<file path="src/hw/rtl/bbs_ram.sv">
`timescale 1ns / 1ps
`default_nettype none

module bbs_ram #(
    parameter int WIDTH = 16,
    parameter int DEPTH = 256
) (
    input  wire logic                     i_clk,
    input  wire logic                     i_we,
    input  wire logic [$clog2(DEPTH)-1:0] i_waddr,
    input  wire logic [WIDTH-1:0]         i_wdata,
    input  wire logic [$clog2(DEPTH)-1:0] i_raddr,
    output logic      [WIDTH-1:0]         o_rdata
);

    logic [WIDTH-1:0] r_mem [DEPTH];

    always_ff @(posedge i_clk) begin
        if (i_we) begin
            r_mem[i_waddr] <= i_wdata;
        end
        o_rdata <= r_mem[i_raddr];
    end

endmodule

`default_nettype wire

</file>
<file path="config.mk">
export PLATFORM = sky130hd
export DESIGN_NAME = bbs_ram
export DESIGN_NICKNAME = d
export VERILOG_FILES = /design/src/hw/rtl/bbs_ram.sv
export SDC_FILE = /design/constraint.sdc
export NUM_CORES = 2
export LEC_CHECK = 0
export BUFFER_PORTS_ARGS = -buffer_cell sky130_fd_sc_hd__buf_4
export CAP_MARGIN = 20
export CORE_MARGIN = 5
export CORE_UTILIZATION = 57
export CTS_CLUSTER_DIAMETER = 200
export DETAILED_ROUTE_END_ITERATION = 8
export PLACE_DENSITY = 0.76
export SYNTH_ARGS = -nofsm -noshare
export SYNTH_HDL_FRONTEND = slang
export SYNTH_SLANG_ARGS = --single-unit
</file>
<file path="constraint.sdc">
create_clock -name i_clk -period 2.6 [get_ports i_clk]
set_input_delay 0.52 -clock i_clk [delete_from_list [all_inputs] [get_ports i_clk]]
set_output_delay 0.52 -clock i_clk [all_outputs]
set_load 0.01 [all_outputs]
</file>
# Word-level counts from Yosys, hierarchy flattened
# Memory sizes are Yosys's and may differ from the RTL's. A register that Yosys moved wholly into a read port is not among the register bits.
# Index checks and enable logic that the tools add are counted.
# op_classes
n_mux	2
# op_table
operator	count
two-way mux 1 bit	2
# totals
ff_bits	0
mem_bits_rw	4096
inputBits	34
output_inout_bits	16
memories	1
# memory_table
name	words	width	rd	rd_clocked_by_memory_dff	write_ports	line_no	source
r_mem	256	16	1	1	1	16	logic [WIDTH-1:0] r_mem [DEPTH];

# Longest topological paths before layout
# logic_depth
word_depth	2
mapped_depth	12
depth_no_buf	6

# Worst setup path before layout
# OpenSTA, ideal clock, no wires.
# synth_path
path_kind	input port to flip-flop
startpoint	in i_waddr[3]
endpoint	mem r_mem[235][0], enable pin
setup_ps	388
arrival_time_ps	2297
t_required_ps	2212
path_slack_ps	-85
stages	6
cell_sequence	clkbuf_1 -> nor2b_1 -> clkbuf_1 -> nand4_1 -> clkbuf_1 -> nor2_1
# synth_lines
element	line_no	source
start, declared	10	input wire logic [$clog2(DEPTH)-1:0] i_waddr,
end, declared	16	
# No word-level cell before the write port.

==> flow_summary.json <==
{
  "outcome": "finished with violations",
  "violations": "negative setup slack",
  "cts-root-buf": "clkbuf_16",
  "clk_pin_slew_ns": 0.06,
  "yosys.area_share.simple": 0.0157,
  "cts_buffer_depth": 4,
  "first_global_vias": 85700,
  "cts.htree.levels": 5,
  "synth_compound_area_frac": 0.0354,
  "fin_nets": 8551,
  "synth_top_area_frac": 0.775,
  "drtAntennaViolNets": 0,
  "fmax_mhz": 370,
  "synth.largest_area_cell": "edfxtp_1",
  "area_delta_synth_final_pct": 17.8,
  "p_per_area_mw_per_mm2": 743,
  "drv_cap": 0,
  "register_area_mm2": 0.123,
  "fill_cells": 16200,
  "crit_family": "compound AO/OA/AOI/OAI gates",
  "grt_start_max_net_pins": 104,
  "die_area_mm2": 0.289,
  "finalClockSkew_ns": 0.0550,
  "synth_area_leaders": "edfxtp_1 (77%), mux4_2 (11%), mux2i_1 (3.6%), o221ai_1 (1.4%), nor2_1 (0.72%)",
  "drt-total-wl_mm": 441,
  "path_max_fanout": 17,
  "crit_slowest_cell": "o31ai_2",
  "multi_input_area_mm2": 0.0331,
  "ys_seq_area_frac": 0.777,
  "cts_tree": "built",
  "crit_chain": "buf_8 > or2_4 > buf_4 > buf_4 > buf_4 > o221ai_1 > a21oi_1 > o31ai_2 > o32ai_1 > buf_4 > nor4_2",
  "stdcell_count": 12600,
  "synth_fa_ha_area_frac": 0,
  "initial_core_util": 0.573,
  "finalCriticalPeriod_ns": 2.70,
  "worstPathArrival_ns": 3.52,
  "vias": 85800,
  "wl_per_cell_um": 35.1,
  "path_common_cell": "buf_4",
  "setup_slack_ns": -0.103,
  "tightest_slew_ns": 0.978,
  "post-cts-setup-buffers": 0,
  "clk_latency_ns": 0.91,
  "synthMuxAreaShare": 0.155,
  "worstSetupPathType": "primary input to flop",
  "hold_viol_final": 0,
  "synth.avg_cell_area_um2": 21.6,
  "avgViaCountPerCell": 6.83,
  "gp_congestion": 0.954,
  "hp-class": "primary input to flop",
  "synthXorXnorAreaFrac": 0,
  "fin_area_mm2": 0.187,
  "dp_hpwl_mm": 269,
  "async_reset_ff_frac": 0,
  "drive_gt1_frac": 0.311,
  "synth_edf_count": 4096,
  "yosys_most_used_dff": "edfxtp_1",
  "met1_usage": 0.409,
  "antenna_found_initial": 23,
  "fin_crit_sh": 1.04,
  "ir_drop_uv": 647,
  "worst-path-buf-inv": 5,
  "num_rows": 193,
  "power.leakage_nw": 61.1,
  "syn_inst": 7360,
  "drv_slew": 0,
  "syn_area_mm2": 0.159,
  "place_inst": 11800,
  "startpoint_type": "primary input",
  "crit_required_ns": 3.41,
  "top_usage_layer": "met2",
  "placed_area_mm2": 0.174,
  "rsz0062_at_grt": "true",
  "ys_seq_elements": 4112,
  "grtUsageTotal": 0.304,
  "drcViolationCount": 0,
  "synth_top_family_by_area": "multiplexers",
  "relSlewSlack": 0.348,
  "worstSetupEndpointType": "flop",
  "slowest_delay_ns": 0.62,
  "numCtsBuffers": 395,
  "syn_nets": 7394,
  "fp.dieW_um": 538,
  "grt_pass1_wl_mm": 625,
  "synth.distinct_cells": 52,
  "cts_sinks": 4112,
  "finalSetupViolations": 3,
  "coreArea_mm2": 0.277,
  "io_pins": 50,
  "detail_route.first_pass.iterations": 6,
  "grt-ovfl-total": 0,
  "die_h_um": 538,
  "yosysWarnings": 0,
  "drtIter0Drc": 13700,
  "grt_use_met2": 0.476,
  "grt_util_met3": 0.0718,
  "portBuffers": 49
}
## layout by cell type, fill, tap and decap left out, types with 38 or more instances in the layout
master	n
clkinv_1	81
o22ai_1	144
clkinv_2	81
mux2_2	88
clkbuf_16	401
nand2_1	38
o221ai_1	251
mux2i_1	564
edfxtp_1	4096
buf_12	283
clkbuf_1	72
nor2_1	285
a21oi_1	174
mux4_2	797
nor3_1	84
buf_4	899
bufinv_16	48
## worst register-to-register path, delay by kind of cell, from the launching register on
family	cells	cell delay, ns
compound gates	2	0.78
buf+inv	1	0.19
flops	1	0.42
mux	2	0.76
simple gates	2	0.35
## sequential cells by signal (all words and copies together) (netlist names)
name	flops
r_mem	4096
o_rdata	16
## routing by layer
metal / up-vias / wire (µm)
li1: 33600 / -
met1: 44400 / 152000
met2: 6635 / 210000
met3: 1096 / 53900
met4: 8 / 25100
met5: - / 50
## kinds of logic (layout without fill, tap and decap cells)
| logic type | count (synthesis) | count (layout) |
|---|---|---|
| AND/OR/NAND/NOR | 556 | 556 |
| buffers and inverters | 456 | 1937 |
| flip-flops | 4112 | 4112 |
| multiplexers | 1450 | 1450 |
| other | 0 | 9 |
| AO/OA/AOI/OAI | 786 | 786 |
## Yosys cell counts (26+ instances only)
cell and n:
nor2_1 304, nand3_1 35, o21ai_0 37, nand4_1 26, o221ai_1 252, mux2i_1 565
nor3_1 92, buf_4 26, buf_6 77, a22oi_1 43, a21oi_1 175, o22ai_1 148
nand2_1 38, mux4_2 797, buf_1 27, buf_2 76, mux2_2 88, edfxtp_1 4096
clkbuf_1 230, a221oi_1 28, a22o_1 32
## per-stage QoR
stage,utilization,worst slack [ns],hold slack [ns],TNS [ns],power [mW]
3_5_place_dp,0.627,-1.29,0.959,-15.70,82.4
5_1_grt,0.675,-0.0485,0.0131,-0.0504,143
2_1_floorplan,-,-0.0850,0.619,-117.40,78.2
4_1_cts,0.674,-0.000773,0.00214,-0.000773,139
3_3_place_gp,0.627,-1.27,0.940,-15.45,82.2
6_report,0.675,-0.103,0.0350,-0.157,139
## power breakdown
part / internal, mW / switching, mW
clock: 33.1 / 24.5
sequential: 73.0 / 0.162
combinational: 3.22 / 4.89
total: 109 / 29.6
## path summary, 6_finish.rpt
path                 startpoint      endpoint  slack, ns  cells after the start
setup / recovery     i_raddr[1]    o_rdata[1]      -0.10                     11
hold / removal       i_wdata[8]  r_mem[79][8]       0.03                      1
setup reg to reg    r_mem[8][7]    o_rdata[7]      -0.03                      7
hold reg to reg   r_mem[98][15]   o_rdata[15]       1.02                      6
## layout make-up
class / instances / share of cell area
sequential: 4112 / 0.660
multi-input combinational: 2792 / 0.177
timing repair buffer: 1212 / 0.0692
clock buffer: 474 / 0.0551
tap: 3705 / 0.0248
clock inverter: 247 / 0.0138
inverter: 4 / 0.000147
antenna: 9 / 0.000120
## what timing repair did
item	4_1_cts	5_1_grt
cloned	0	1
setup endpoints to repair	10	12
pin swaps	6	7
resized for setup	29	39
endpoints found under the hold margin	4	0
hold buffers	1	0
(Power assumes the default switching activity.)
